## src/rtl/twwm_pkg.sv

```systemverilog
// Shared constants, codes and controller/datapath link types for the window mean block.
`default_nettype none

package twwm_pkg;

  // Default widths of the timestamp and of the sample value.
  localparam int unsigned DEF_TIME_BITS  = 48;
  localparam int unsigned DEF_VALUE_BITS = 16;

  // Width of the weighted sum and of the divider dividend.
  localparam int unsigned SUM_W = 64;
  // Width that holds any exact product with room to spare for the overflow test.
  localparam int unsigned EXT_W = 128;
  // Width of the configuration register index.
  localparam int unsigned CFG_IDX_W = 2;
  // Bits of the write data that hold the default mean.
  localparam int unsigned DFLT_W = 16;

  typedef enum logic [CFG_IDX_W-1:0] {
    CFG_WINDOW_START = 2'd0,
    CFG_WINDOW_END   = 2'd1,
    CFG_DEFAULT_MEAN = 2'd2
  } cfg_idx_e;

  // Commands from the controller to the datapath.
  typedef struct packed {
    logic cap;        // capture the input transaction
    logic chk;        // window test, duration and magnitude
    logic mul;        // partial products
    logic prod;       // combine partial products
    logic acc;        // accumulate into the pass state
    logic div_init;   // load divider operands
    logic div_step;   // one restoring divide step
    logic load_out;   // load result register and clear the pass
  } cmd_t;

  // Status from the datapath to the controller.
  typedef struct packed {
    logic last;
    logic tt_zero;
  } sts_t;

endpackage

`default_nettype wire

```

## src/rtl/twwm_if.sv

```systemverilog
// Valid/ready channel interfaces for the sample input and the result output.
`default_nettype none

interface twwm_in_if #(
  parameter int unsigned TIME_BITS  = twwm_pkg::DEF_TIME_BITS,
  parameter int unsigned VALUE_BITS = twwm_pkg::DEF_VALUE_BITS
);
  logic                         valid;
  logic                         ready;
  logic        [TIME_BITS-1:0]  sample_time;
  logic signed [VALUE_BITS-1:0] sample_value;
  logic                         sample_good;
  logic                         last_sample;

  modport source (output valid, sample_time, sample_value, sample_good, last_sample,
                  input ready);
  modport sink (input valid, sample_time, sample_value, sample_good, last_sample,
                output ready);
endinterface

interface twwm_out_if #(
  parameter int unsigned VALUE_BITS = twwm_pkg::DEF_VALUE_BITS
);
  logic                         valid;
  logic                         ready;
  logic signed [VALUE_BITS-1:0] mean_value;
  logic                         used_default;
  logic                         sum_overflow;

  modport source (output valid, mean_value, used_default, sum_overflow, input ready);
  modport sink (input valid, mean_value, used_default, sum_overflow, output ready);
endinterface

`default_nettype wire

```

## src/rtl/time_weighted_window_mean.sv

```systemverilog
// Top level of the time-weighted window mean: controller, datapath and channel hookup.
// A sample transaction that does not end a history runs from acceptance through
// window test, two-part multiply, product merge and accumulate to the next acceptance.
// The last sample adds a restoring divide, one quotient bit per cycle, plus setup
// and result load; the divide is skipped and the default mean is loaded if no time
// was accumulated. Reset is asynchronous and active low; no clearing pass is needed.
`default_nettype none

module time_weighted_window_mean #(
  parameter int unsigned TIME_BITS  = twwm_pkg::DEF_TIME_BITS,
  parameter int unsigned VALUE_BITS = twwm_pkg::DEF_VALUE_BITS
) (
  input  wire logic                           clk_i,
  input  wire logic                           rst_ni,
  input  wire logic                           cfg_we_i,
  input  wire logic [twwm_pkg::CFG_IDX_W-1:0] cfg_idx_i,
  input  wire logic [TIME_BITS-1:0]           cfg_data_i,
  twwm_in_if.sink                             in_if,
  twwm_out_if.source                          out_if
);

  twwm_pkg::cmd_t cmd;
  twwm_pkg::sts_t sts;

  logic [VALUE_BITS-1:0] mean_value;

  // The controller only accepts a transaction when the datapath is free, and it
  // holds a finished result in the output register so the next sample can be
  // taken while the consumer stalls.
  twwm_ctrl u_ctrl (
    .clk_i       (clk_i),
    .rst_ni      (rst_ni),
    .in_valid_i  (in_if.valid),
    .in_ready_o  (in_if.ready),
    .out_valid_o (out_if.valid),
    .out_ready_i (out_if.ready),
    .sts_i       (sts),
    .cmd_o       (cmd)
  );

  // The datapath keeps the window registers, the running pass state and the
  // arithmetic units. A write to the window start also restarts the pass.
  twwm_dp #(
    .TIME_BITS  (TIME_BITS),
    .VALUE_BITS (VALUE_BITS)
  ) u_dp (
    .clk_i          (clk_i),
    .rst_ni         (rst_ni),
    .cfg_we_i       (cfg_we_i),
    .cfg_idx_i      (cfg_idx_i),
    .cfg_data_i     (cfg_data_i),
    .sample_time_i  (in_if.sample_time),
    .sample_value_i (in_if.sample_value),
    .sample_good_i  (in_if.sample_good),
    .last_sample_i  (in_if.last_sample),
    .cmd_i          (cmd),
    .sts_o          (sts),
    .mean_value_o   (mean_value),
    .used_default_o (out_if.used_default),
    .sum_overflow_o (out_if.sum_overflow)
  );

  // The mean is carried as a signed value on the output channel.
  assign out_if.mean_value = $signed(mean_value);

endmodule

`default_nettype wire

```

## src/rtl/twwm_ctrl.sv

```systemverilog
// Controller state machine that sequences the datapath for each transaction.
`default_nettype none

module twwm_ctrl (
  input  wire logic          clk_i,
  input  wire logic          rst_ni,
  input  wire logic          in_valid_i,
  output logic               in_ready_o,
  output logic               out_valid_o,
  input  wire logic          out_ready_i,
  input  wire twwm_pkg::sts_t sts_i,
  output twwm_pkg::cmd_t     cmd_o
);

  localparam int unsigned CNT_W = $clog2(twwm_pkg::SUM_W);

  typedef enum logic [2:0] {
    ST_IDLE,
    ST_CHK,
    ST_MUL,
    ST_PROD,
    ST_ACC,
    ST_DPREP,
    ST_DIV,
    ST_FIN
  } state_e;

  state_e           state_q;
  logic [CNT_W-1:0] cnt_q;
  logic             out_valid_q;
  logic             out_free;

  // The result register can take a new result when empty or being drained.
  assign out_free    = !out_valid_q || out_ready_i;
  assign in_ready_o  = (state_q == ST_IDLE);
  assign out_valid_o = out_valid_q;

  always_comb begin
    cmd_o          = '0;
    cmd_o.cap      = (state_q == ST_IDLE) && in_valid_i;
    cmd_o.chk      = (state_q == ST_CHK);
    cmd_o.mul      = (state_q == ST_MUL);
    cmd_o.prod     = (state_q == ST_PROD);
    cmd_o.acc      = (state_q == ST_ACC);
    cmd_o.div_init = (state_q == ST_DPREP);
    cmd_o.div_step = (state_q == ST_DIV);
    cmd_o.load_out = (state_q == ST_FIN) && out_free;
  end

  always_ff @(posedge clk_i or negedge rst_ni) begin
    if (!rst_ni) begin
      state_q     <= ST_IDLE;
      cnt_q       <= '0;
      out_valid_q <= 1'b0;
    end else begin
      // A new result fills the output register; otherwise a drained one empties it.
      if (cmd_o.load_out) begin
        out_valid_q <= 1'b1;
      end else if (out_ready_i) begin
        out_valid_q <= 1'b0;
      end
      case (state_q)
        ST_IDLE: begin
          if (in_valid_i) begin
            state_q <= ST_CHK;
          end
        end
        ST_CHK:  state_q <= ST_MUL;
        ST_MUL:  state_q <= ST_PROD;
        ST_PROD: state_q <= ST_ACC;
        ST_ACC: begin
          state_q <= sts_i.last ? ST_DPREP : ST_IDLE;
        end
        ST_DPREP: begin
          if (sts_i.tt_zero) begin
            state_q <= ST_FIN;
          end else begin
            state_q <= ST_DIV;
            cnt_q   <= CNT_W'(twwm_pkg::SUM_W - 1);
          end
        end
        ST_DIV: begin
          if (cnt_q == '0) begin
            state_q <= ST_FIN;
          end else begin
            cnt_q <= cnt_q - 1'b1;
          end
        end
        ST_FIN: begin
          if (out_free) begin
            state_q <= ST_IDLE;
          end
        end
        default: state_q <= ST_IDLE;
      endcase
    end
  end

endmodule

`default_nettype wire

```

## src/rtl/twwm_dp.sv

```systemverilog
// Datapath: configuration, pass state, split multiplier, accumulator and divider.
`default_nettype none

module twwm_dp #(
  parameter int unsigned TIME_BITS  = twwm_pkg::DEF_TIME_BITS,
  parameter int unsigned VALUE_BITS = twwm_pkg::DEF_VALUE_BITS
) (
  input  wire logic                          clk_i,
  input  wire logic                          rst_ni,
  input  wire logic                          cfg_we_i,
  input  wire logic [twwm_pkg::CFG_IDX_W-1:0] cfg_idx_i,
  input  wire logic [TIME_BITS-1:0]          cfg_data_i,
  input  wire logic [TIME_BITS-1:0]          sample_time_i,
  input  wire logic [VALUE_BITS-1:0]         sample_value_i,
  input  wire logic                          sample_good_i,
  input  wire logic                          last_sample_i,
  input  wire twwm_pkg::cmd_t                cmd_i,
  output twwm_pkg::sts_t                     sts_o,
  output logic [VALUE_BITS-1:0]              mean_value_o,
  output logic                               used_default_o,
  output logic                               sum_overflow_o
);

  localparam int unsigned SUM_W = twwm_pkg::SUM_W;
  localparam int unsigned EXT_W = twwm_pkg::EXT_W;
  localparam int unsigned LO_W  = (TIME_BITS + 1) / 2;
  localparam int unsigned HI_W  = TIME_BITS - LO_W;
  localparam int unsigned PW    = TIME_BITS + VALUE_BITS;
  localparam logic [SUM_W-1:0] BIT_TOP = {1'b1, {(SUM_W-1){1'b0}}};
  localparam logic [SUM_W-1:0] Q_NEG   = {{(SUM_W-1){1'b0}}, 1'b1} << (VALUE_BITS - 1);
  localparam logic [SUM_W-1:0] Q_POS   = Q_NEG - 1'b1;

  // Configuration and pass state.
  logic [TIME_BITS-1:0]  ws_q, we_q;
  logic [VALUE_BITS-1:0] dm_q;
  logic [SUM_W-1:0]      sum_q, sum_d;
  logic [TIME_BITS-1:0]  tt_q, tt_d;
  logic [TIME_BITS-1:0]  ps_q, ps_d;
  logic                  ovf_q, ovf_d;

  // Per-transaction working registers.
  logic [TIME_BITS-1:0]        t_q;
  logic [VALUE_BITS-1:0]       v_q;
  logic                        good_q, last_q;
  logic                        hit_q, use_q, neg_q;
  logic [TIME_BITS-1:0]        dur_q;
  logic [VALUE_BITS-1:0]       mag_q;
  logic [LO_W+VALUE_BITS-1:0]  lo_q;
  logic [HI_W+VALUE_BITS-1:0]  hi_q;
  logic [SUM_W-1:0]            prod_q;
  logic                        big_q;

  // Divider.
  logic                  sneg_q;
  logic [SUM_W-1:0]      quo_q;
  logic [TIME_BITS-1:0]  rem_q;
  logic [TIME_BITS:0]    rem_sh;
  logic [TIME_BITS:0]    rem_sub;

  // Result register.
  logic [VALUE_BITS-1:0] mean_q;
  logic                  used_q, oflow_q;

  logic [PW-1:0]         prod_full;
  logic [EXT_W-1:0]      prod_ext;
  logic [SUM_W-1:0]      sum_add, sum_sub;
  logic [SUM_W-1:0]      q_sat;
  logic [VALUE_BITS-1:0] mean_d;
  logic                  tt_zero;

  assign tt_zero       = (tt_q == '0);
  assign sts_o.last    = last_q;
  assign sts_o.tt_zero = tt_zero;

  assign prod_full = (PW'(hi_q) << LO_W) + PW'(lo_q);
  assign prod_ext  = EXT_W'(prod_full);

  assign sum_add = sum_q + prod_q;
  assign sum_sub = sum_q - prod_q;

  // Accumulation with signed 64-bit overflow tracking.
  always_comb begin
    sum_d = sum_q;
    tt_d  = tt_q;
    ps_d  = ps_q;
    ovf_d = ovf_q;
    if (use_q) begin
      tt_d = tt_q + dur_q;
      if (!neg_q) begin
        sum_d = sum_add;
        if (big_q || prod_q[SUM_W-1] || (!sum_q[SUM_W-1] && sum_add[SUM_W-1])) begin
          ovf_d = 1'b1;
        end
      end else begin
        sum_d = sum_sub;
        if (big_q || (prod_q > BIT_TOP) || (sum_q[SUM_W-1] && !sum_sub[SUM_W-1])) begin
          ovf_d = 1'b1;
        end
      end
    end
    if (hit_q) begin
      ps_d = t_q;
    end
  end

  assign rem_sh  = {rem_q, quo_q[SUM_W-1]};
  assign rem_sub = rem_sh - {1'b0, tt_q};

  // Quotient saturation to the signed value range, then the sign is applied.
  always_comb begin
    if (sneg_q) begin
      q_sat  = (quo_q > Q_NEG) ? Q_NEG : quo_q;
      mean_d = -q_sat[VALUE_BITS-1:0];
    end else begin
      q_sat  = (quo_q > Q_POS) ? Q_POS : quo_q;
      mean_d = q_sat[VALUE_BITS-1:0];
    end
  end

  always_ff @(posedge clk_i or negedge rst_ni) begin
    if (!rst_ni) begin
      ws_q  <= '0;
      we_q  <= '1;
      dm_q  <= '0;
      sum_q <= '0;
      tt_q  <= '0;
      ps_q  <= '0;
      ovf_q <= 1'b0;
    end else begin
      if (cfg_we_i) begin
        case (twwm_pkg::cfg_idx_e'(cfg_idx_i))
          twwm_pkg::CFG_WINDOW_START: begin
            ws_q  <= cfg_data_i;
            sum_q <= '0;
            tt_q  <= '0;
            ps_q  <= cfg_data_i;
            ovf_q <= 1'b0;
          end
          twwm_pkg::CFG_WINDOW_END:   we_q <= cfg_data_i;
          twwm_pkg::CFG_DEFAULT_MEAN: dm_q <= VALUE_BITS'(cfg_data_i[twwm_pkg::DFLT_W-1:0]);
          default: ;
        endcase
      end else if (cmd_i.acc) begin
        sum_q <= sum_d;
        tt_q  <= tt_d;
        ps_q  <= ps_d;
        ovf_q <= ovf_d;
      end else if (cmd_i.load_out) begin
        sum_q <= '0;
        tt_q  <= '0;
        ps_q  <= ws_q;
        ovf_q <= 1'b0;
      end
    end
  end

  always_ff @(posedge clk_i) begin
    if (cmd_i.cap) begin
      t_q    <= sample_time_i;
      v_q    <= sample_value_i;
      good_q <= sample_good_i;
      last_q <= last_sample_i;
    end
    if (cmd_i.chk) begin
      hit_q <= (t_q >= ps_q) && (t_q < we_q);
      use_q <= (t_q >= ps_q) && (t_q < we_q) && good_q;
      dur_q <= t_q - ps_q;
      neg_q <= v_q[VALUE_BITS-1];
      // The most negative value negates to itself, which reads as its magnitude.
      mag_q <= v_q[VALUE_BITS-1] ? -v_q : v_q;
    end
    if (cmd_i.mul) begin
      lo_q <= dur_q[LO_W-1:0] * mag_q;
      hi_q <= dur_q[TIME_BITS-1:LO_W] * mag_q;
    end
    if (cmd_i.prod) begin
      prod_q <= prod_ext[SUM_W-1:0];
      big_q  <= |prod_ext[EXT_W-1:SUM_W];
    end
    if (cmd_i.div_init) begin
      sneg_q <= sum_q[SUM_W-1];
      quo_q  <= sum_q[SUM_W-1] ? -sum_q : sum_q;
      rem_q  <= '0;
    end else if (cmd_i.div_step) begin
      if (!rem_sub[TIME_BITS]) begin
        rem_q <= rem_sub[TIME_BITS-1:0];
        quo_q <= {quo_q[SUM_W-2:0], 1'b1};
      end else begin
        rem_q <= rem_sh[TIME_BITS-1:0];
        quo_q <= {quo_q[SUM_W-2:0], 1'b0};
      end
    end
    if (cmd_i.load_out) begin
      mean_q  <= tt_zero ? dm_q : mean_d;
      used_q  <= tt_zero;
      oflow_q <= ovf_q;
    end
  end

  assign mean_value_o   = mean_q;
  assign used_default_o = used_q;
  assign sum_overflow_o = oflow_q;

endmodule

`default_nettype wire
```

## src/flat_wrapper.sv

```systemverilog
// flat-port wrapper written by rule: the top's interface ports become plain ports
module time_weighted_window_mean_flat 
#(
  parameter int unsigned TIME_BITS  = twwm_pkg::DEF_TIME_BITS,
  parameter int unsigned VALUE_BITS = twwm_pkg::DEF_VALUE_BITS
)
  (clk_i, rst_ni, cfg_we_i, cfg_idx_i, cfg_data_i, in_if_valid, in_if_sample_time, in_if_sample_value, in_if_sample_good, in_if_last_sample, in_if_ready, out_if_valid, out_if_mean_value, out_if_used_default, out_if_sum_overflow, out_if_ready);
  twwm_in_if #(.TIME_BITS(TIME_BITS), .VALUE_BITS(VALUE_BITS)) in_if_i ();
  twwm_out_if #(.VALUE_BITS(VALUE_BITS)) out_if_i ();
  input  wire logic clk_i;
  input  wire logic rst_ni;
  input  wire logic cfg_we_i;
  input  wire logic [twwm_pkg::CFG_IDX_W-1:0] cfg_idx_i;
  input  wire logic [TIME_BITS-1:0] cfg_data_i;
  input wire logic [$bits(in_if_i.valid)-1:0] in_if_valid;
  input wire logic [$bits(in_if_i.sample_time)-1:0] in_if_sample_time;
  input wire logic [$bits(in_if_i.sample_value)-1:0] in_if_sample_value;
  input wire logic [$bits(in_if_i.sample_good)-1:0] in_if_sample_good;
  input wire logic [$bits(in_if_i.last_sample)-1:0] in_if_last_sample;
  output wire logic [$bits(in_if_i.ready)-1:0] in_if_ready;
  output wire logic [$bits(out_if_i.valid)-1:0] out_if_valid;
  output wire logic [$bits(out_if_i.mean_value)-1:0] out_if_mean_value;
  output wire logic [$bits(out_if_i.used_default)-1:0] out_if_used_default;
  output wire logic [$bits(out_if_i.sum_overflow)-1:0] out_if_sum_overflow;
  input wire logic [$bits(out_if_i.ready)-1:0] out_if_ready;
  assign in_if_i.valid = in_if_valid;
  assign in_if_i.sample_time = in_if_sample_time;
  assign in_if_i.sample_value = in_if_sample_value;
  assign in_if_i.sample_good = in_if_sample_good;
  assign in_if_i.last_sample = in_if_last_sample;
  assign in_if_ready = in_if_i.ready;
  assign out_if_valid = out_if_i.valid;
  assign out_if_mean_value = out_if_i.mean_value;
  assign out_if_used_default = out_if_i.used_default;
  assign out_if_sum_overflow = out_if_i.sum_overflow;
  assign out_if_i.ready = out_if_ready;
  time_weighted_window_mean #(.TIME_BITS(TIME_BITS), .VALUE_BITS(VALUE_BITS)) u_core (.clk_i(clk_i), .rst_ni(rst_ni), .cfg_we_i(cfg_we_i), .cfg_idx_i(cfg_idx_i), .cfg_data_i(cfg_data_i), .in_if(in_if_i), .out_if(out_if_i));
endmodule
```

## config.mk

```make
export PLATFORM = sky130hd
export DESIGN_NAME = time_weighted_window_mean_flat
export DESIGN_NICKNAME = d
export VERILOG_FILES = /design/src/rtl/twwm_pkg.sv /design/src/rtl/twwm_if.sv /design/src/rtl/time_weighted_window_mean.sv /design/src/rtl/twwm_ctrl.sv /design/src/rtl/twwm_dp.sv /design/src/flat_wrapper.sv
export SDC_FILE = /design/constraint.sdc
export NUM_CORES = 2
export LEC_CHECK = 0
export ABC_CLOCK_PERIOD_IN_PS = 7000
export BUFFER_PORTS_ARGS = -buffer_cell sky130_fd_sc_hd__clkbuf_2
export CELL_PAD_IN_SITES_DETAIL_PLACEMENT = 0
export CELL_PAD_IN_SITES_GLOBAL_PLACEMENT = 1
export CORE_ASPECT_RATIO = 1.2
export CORE_MARGIN = 2
export CORE_UTILIZATION = 30
export DETAILED_ROUTE_END_ITERATION = 16
export PLACE_DENSITY = 0.63
export SKIP_CTS_REPAIR_TIMING = 1
export SLEW_MARGIN = 20
export SYNTH_ARGS = -nofsm -noshare
export SYNTH_HDL_FRONTEND = slang
export SYNTH_SLANG_ARGS = --single-unit
```

## constraint.sdc

```tcl
create_clock -name clk_i -period 7 [get_ports clk_i]
set_clock_uncertainty 0.1 [all_clocks]
set_input_delay 0.7 -clock clk_i [delete_from_list [all_inputs] [get_ports clk_i]]
set_output_delay 0.7 -clock clk_i [all_outputs]
set_load 0.05 [all_outputs]
```

==> metrics.md <==
| Metric | Value |
|---|---|
| Clock input transition at the sequential cells of the worst setup and hold paths | `70 ps` |
| Number of global-route vias before repair | `58600` |
| Initial standard-cell utilization of the core | `30.2%` |
| Number of max-cap violations | `0` |
| Yosys synthesis warning count | `0` |
| First-pass GRT wire length | `358000 um` |
| Number of clock sinks | `691` |
| Setup Viol. Count Final | `0` |
| Worst setup path class | `flip-flop to flip-flop` |
| Layout cells sized above 1 | `10.8%` |
| Proportion of synthesized chip area in sequential cells | `26.9%` |
| Top flip-flop cell by instance count after synthesis | `sky130_fd_sc_hd__edfxtp_1` |
| Maximum operating frequency | `0.143 GHz` |
| PortBufs | `140` |
| Setup repair after global routing missed its margin | `yes` |
| Clock insertion delay at the later pin of the skew report | `740 ps` |
| Ratio of final minimum period to clock period | `100%` |
| Net Count, Synth | `9142` |
| Data arrival at the endpoint of the critical path | `7380 ps` |
| Largest net degree at the start of global routing | `113` |
| CP max-delay cell | `sky130_fd_sc_hd__fa_1` |
| Initial antenna violation count | `9` |
| Total Routed Length | `235000 um` |
| Post-synthesis cell count | `7838` |
| Worst max-slew margin expressed relative to the limit | `21.0%` |
| Number of buffers created by CTS | `85` |
| Number of hold violations in the final report | `0` |
| Async S/R FF share, synth | `41.0%` |
| Hold crit path type | `primary input to flip-flop` |
| DRC violations left | `0` |
| Buffer type at the clock tree root | `sky130_fd_sc_hd__clkbuf_16` |
| Remaining antenna violation count after routing | `0` |
| Tightest Pin Transition | `1160 ps` |
| Total number of nets in the final design | `9328` |
| Final worst-path setup slack | `1.76 ps` |
| Worst-path maximum fanout | `9` |
| Number of synthesized flops with an enable pin | `360` |
| Total via count after detailed routing | `56200` |
| Placement row count | `194` |
| Worst Setup End Kind | `flip-flop` |
| Result of the run | `completed` |
| Distinct cells, synth | `86` |
| Bufs on Longest Clock Path | `3` |
| Detailed Route Iter0 Violations | `3154` |
| Worst slack at placement | `-186 ps` |
| Total I/O pin count | `141` |
| Post-Syn Area per Cell | `8.96 um^2` |
| All-Layer GR Usage | `19.5%` |
| Deepest level of the CTS H-tree | `3` |
| Die width | `446 um` |
| Cell seen most often among critical-path stages | `sky130_fd_sc_hd__fa_1` |
| Die Area | `238000 um^2` |
| Post-route insts no fill | `11100` |
| Clock tree from TritonCTS | `built` |
| Required time worst endpoint | `7380 ps` |
| HPWL after DPL | `186000 um` |
| Flop and latch count out of synthesis | `691` |
| Layout Area Growth over Synthesis | `13.7%` |
| WL per Instance | `21.1 um` |
| Clock period minus worst slack | `7000 ps` |
| Netlist area before placement | `70200 um^2` |
| Sequential standard cell area | `18900 um^2` |
| Filler cell count | `24000` |
| First-pass iteration count of the detailed router | `5` |
| Pins Over Slew Limit | `0` |
| Inst Count DP | `10900` |
| Longest individual stage delay on the worst path | `590 ps` |
| Area taken by multi-input logic gates | `46500 um^2` |
| Die height | `534 um` |
| Vias per cell | `5.05` |
| Final global-route overflow total | `0` |
| Type of element launching the critical path | `flip-flop` |
| Core outline area | `233000 um^2` |
| Routability congestion estimate | `0.913` |
## critical path: cells and delay by family (launching register included)
family                     cells  cell delay, ps
DFF                            1             430
and+or+nand+nor                4             650
adders and majority gates      7            3500
AOI/OAI and AO/OA              7            1270
buffers and inverters          6             660
xor gates and xnor gates       1              90
## metal layers
layer | routed length [um] | vias up | GRT usage, %
met2 | 116000 | 1194 | 34.4
met1 | 101000 | 28000 | 24.6
met5 | 34 | - | 0
li1 | - | 26700 | -
met3 | 8850 | 326 | 2.17
met4 | 8910 | 6 | 6.80
## path summary, 6_finish.rpt
kind                                        from                endpoint  slack (ps)  cells after the start
setup / recovery           u_core.u_dp.dur_q[12]    u_core.u_dp.lo_q[39]           2                     25
hold / removal             in_if_sample_time[41]     u_core.u_dp.t_q[41]          40                      1
setup reg to reg           u_core.u_dp.dur_q[12]    u_core.u_dp.lo_q[39]           2                     25
hold reg to reg             u_core.u_dp.lo_q[11]  u_core.u_dp.prod_q[11]         320                      0
max in group asynchronous                 rst_ni    u_core.u_dp.tt_q[45]        4860                      3
min in group asynchronous                 rst_ni    u_core.u_dp.ws_q[19]         520                      2
## final cells by class
type / instances / share of cell area (%)
diodes: 2 / 0.00627
clock buffers: 104 / 2.88
clock inverters: 56 / 0.822
inverters: 1058 / 4.97
multi-input cells: 5738 / 58.3
flip-flops and latches: 691 / 23.7
well taps: 3038 / 4.76
repair buffers: 450 / 4.60
## placed cells by master (no fill, tap or decap), types with 72 or more instances in the layout
master / Yosys / final
sky130_fd_sc_hd__o21ai_0: 505 / 493
sky130_fd_sc_hd__xor2_1: 146 / 146
sky130_fd_sc_hd__clkbuf_2: 0 / 138
sky130_fd_sc_hd__nor2_1: 307 / 305
sky130_fd_sc_hd__fa_1: 618 / 611
sky130_fd_sc_hd__nand2_1: 1051 / 1045
sky130_fd_sc_hd__buf_4: 0 / 254
sky130_fd_sc_hd__nor4_1: 76 / 76
sky130_fd_sc_hd__and2_1: 367 / 362
sky130_fd_sc_hd__clkbuf_16: 0 / 94
sky130_fd_sc_hd__edfxtp_1: 360 / 360
sky130_fd_sc_hd__o31ai_1: 92 / 86
sky130_fd_sc_hd__inv_1: 1056 / 1052
sky130_fd_sc_hd__a21o_1: 172 / 172
sky130_fd_sc_hd__nor3_1: 79 / 77
sky130_fd_sc_hd__dfrtp_1: 235 / 234
sky130_fd_sc_hd__ha_1: 565 / 549
sky130_fd_sc_hd__nand3_1: 88 / 88
sky130_fd_sc_hd__nand4_1: 72 / 72
sky130_fd_sc_hd__a21oi_1: 503 / 497
sky130_fd_sc_hd__xnor2_1: 209 / 206
sky130_fd_sc_hd__mux2_2: 118 / 118
## synthesized netlist by cell type (46+ instances only)
| cell type | instances | area [um^2] |
|---|---|---|
| sky130_fd_sc_hd__nor2_1 | 307 | 1150 |
| sky130_fd_sc_hd__mux2_2 | 118 | 1330 |
| sky130_fd_sc_hd__fa_1 | 618 | 12400 |
| sky130_fd_sc_hd__edfxtp_1 | 360 | 10800 |
| sky130_fd_sc_hd__xnor2_1 | 209 | 1830 |
| sky130_fd_sc_hd__or3_1 | 46 | 288 |
| sky130_fd_sc_hd__a21oi_1 | 503 | 2520 |
| sky130_fd_sc_hd__nor2b_1 | 63 | 394 |
| sky130_fd_sc_hd__inv_1 | 1056 | 3960 |
| sky130_fd_sc_hd__nand3_1 | 88 | 440 |
| sky130_fd_sc_hd__o21ai_0 | 505 | 2530 |
| sky130_fd_sc_hd__nand2b_1 | 64 | 400 |
| sky130_fd_sc_hd__dfxtp_1 | 48 | 961 |
| sky130_fd_sc_hd__o21a_1 | 47 | 353 |
| sky130_fd_sc_hd__dfstp_2 | 48 | 1260 |
| sky130_fd_sc_hd__nor3_1 | 79 | 395 |
| sky130_fd_sc_hd__dfrtp_1 | 235 | 5880 |
| sky130_fd_sc_hd__a211oi_1 | 46 | 345 |
| sky130_fd_sc_hd__clkbuf_1 | 340 | 1280 |
| sky130_fd_sc_hd__xor2_1 | 146 | 1280 |
| sky130_fd_sc_hd__nor4_1 | 76 | 475 |
| sky130_fd_sc_hd__o21bai_1 | 64 | 480 |
| sky130_fd_sc_hd__nand4_1 | 72 | 450 |
| sky130_fd_sc_hd__ha_1 | 565 | 7070 |
| sky130_fd_sc_hd__and2_1 | 367 | 2300 |
| sky130_fd_sc_hd__o31ai_1 | 92 | 691 |
| sky130_fd_sc_hd__a21o_1 | 172 | 1290 |
| sky130_fd_sc_hd__nand2_1 | 1051 | 3950 |
## through the flow
step	hold WS [ps]	cell area, um^2	util [%]	TNS [ps]
after global placement	300	75900	32.6	-990
after detailed placement	306	75900	32.6	-758
after CTS	-75.9	78800	33.9	-1090
after global routing	5.75	79900	34.3	-982
after floorplan	300	70200	-	0
final	39.0	79900	34.3	0
## registers in the layout, indices dropped and copies added (netlist names), 3 cells and up
name                      cells
u_core.u_dp.hi_q             40
u_core.u_dp.v_q              16
u_core.u_dp.lo_q             40
u_core.u_dp.mag_q            16
u_core.u_dp.t_q              48
u_core.u_ctrl.state_q         3
u_core.u_dp.dm_q             16
u_core.u_dp.mean_value_o     16
u_core.u_ctrl.cnt_q           6
u_core.u_dp.quo_q            64
u_core.u_dp.rem_q            48
u_core.u_dp.ws_q             48
u_core.u_dp.ps_q             48
u_core.u_dp.prod_q           64
u_core.u_dp.tt_q             48
u_core.u_dp.dur_q            48
u_core.u_dp.sum_q            64
u_core.u_dp.we_q             48
## kinds of logic (layout without fill, tap and decap cells)
group	Yosys count	in the layout	synth area share, %
flops	691	691	26.9
other cells	0	2	0
xor+xnor	355	355	4.43
fa+ha+maj	1183	1183	27.7
simple gates	2315	2315	15.7
compound gates	1725	1725	15.3
buf+inv	1409	1668	7.53
mux	160	160	2.49
Power is left out: the tool's default activity adds up to more than one toggle a clock period on the data nets, which glitch-free logic cannot reach.
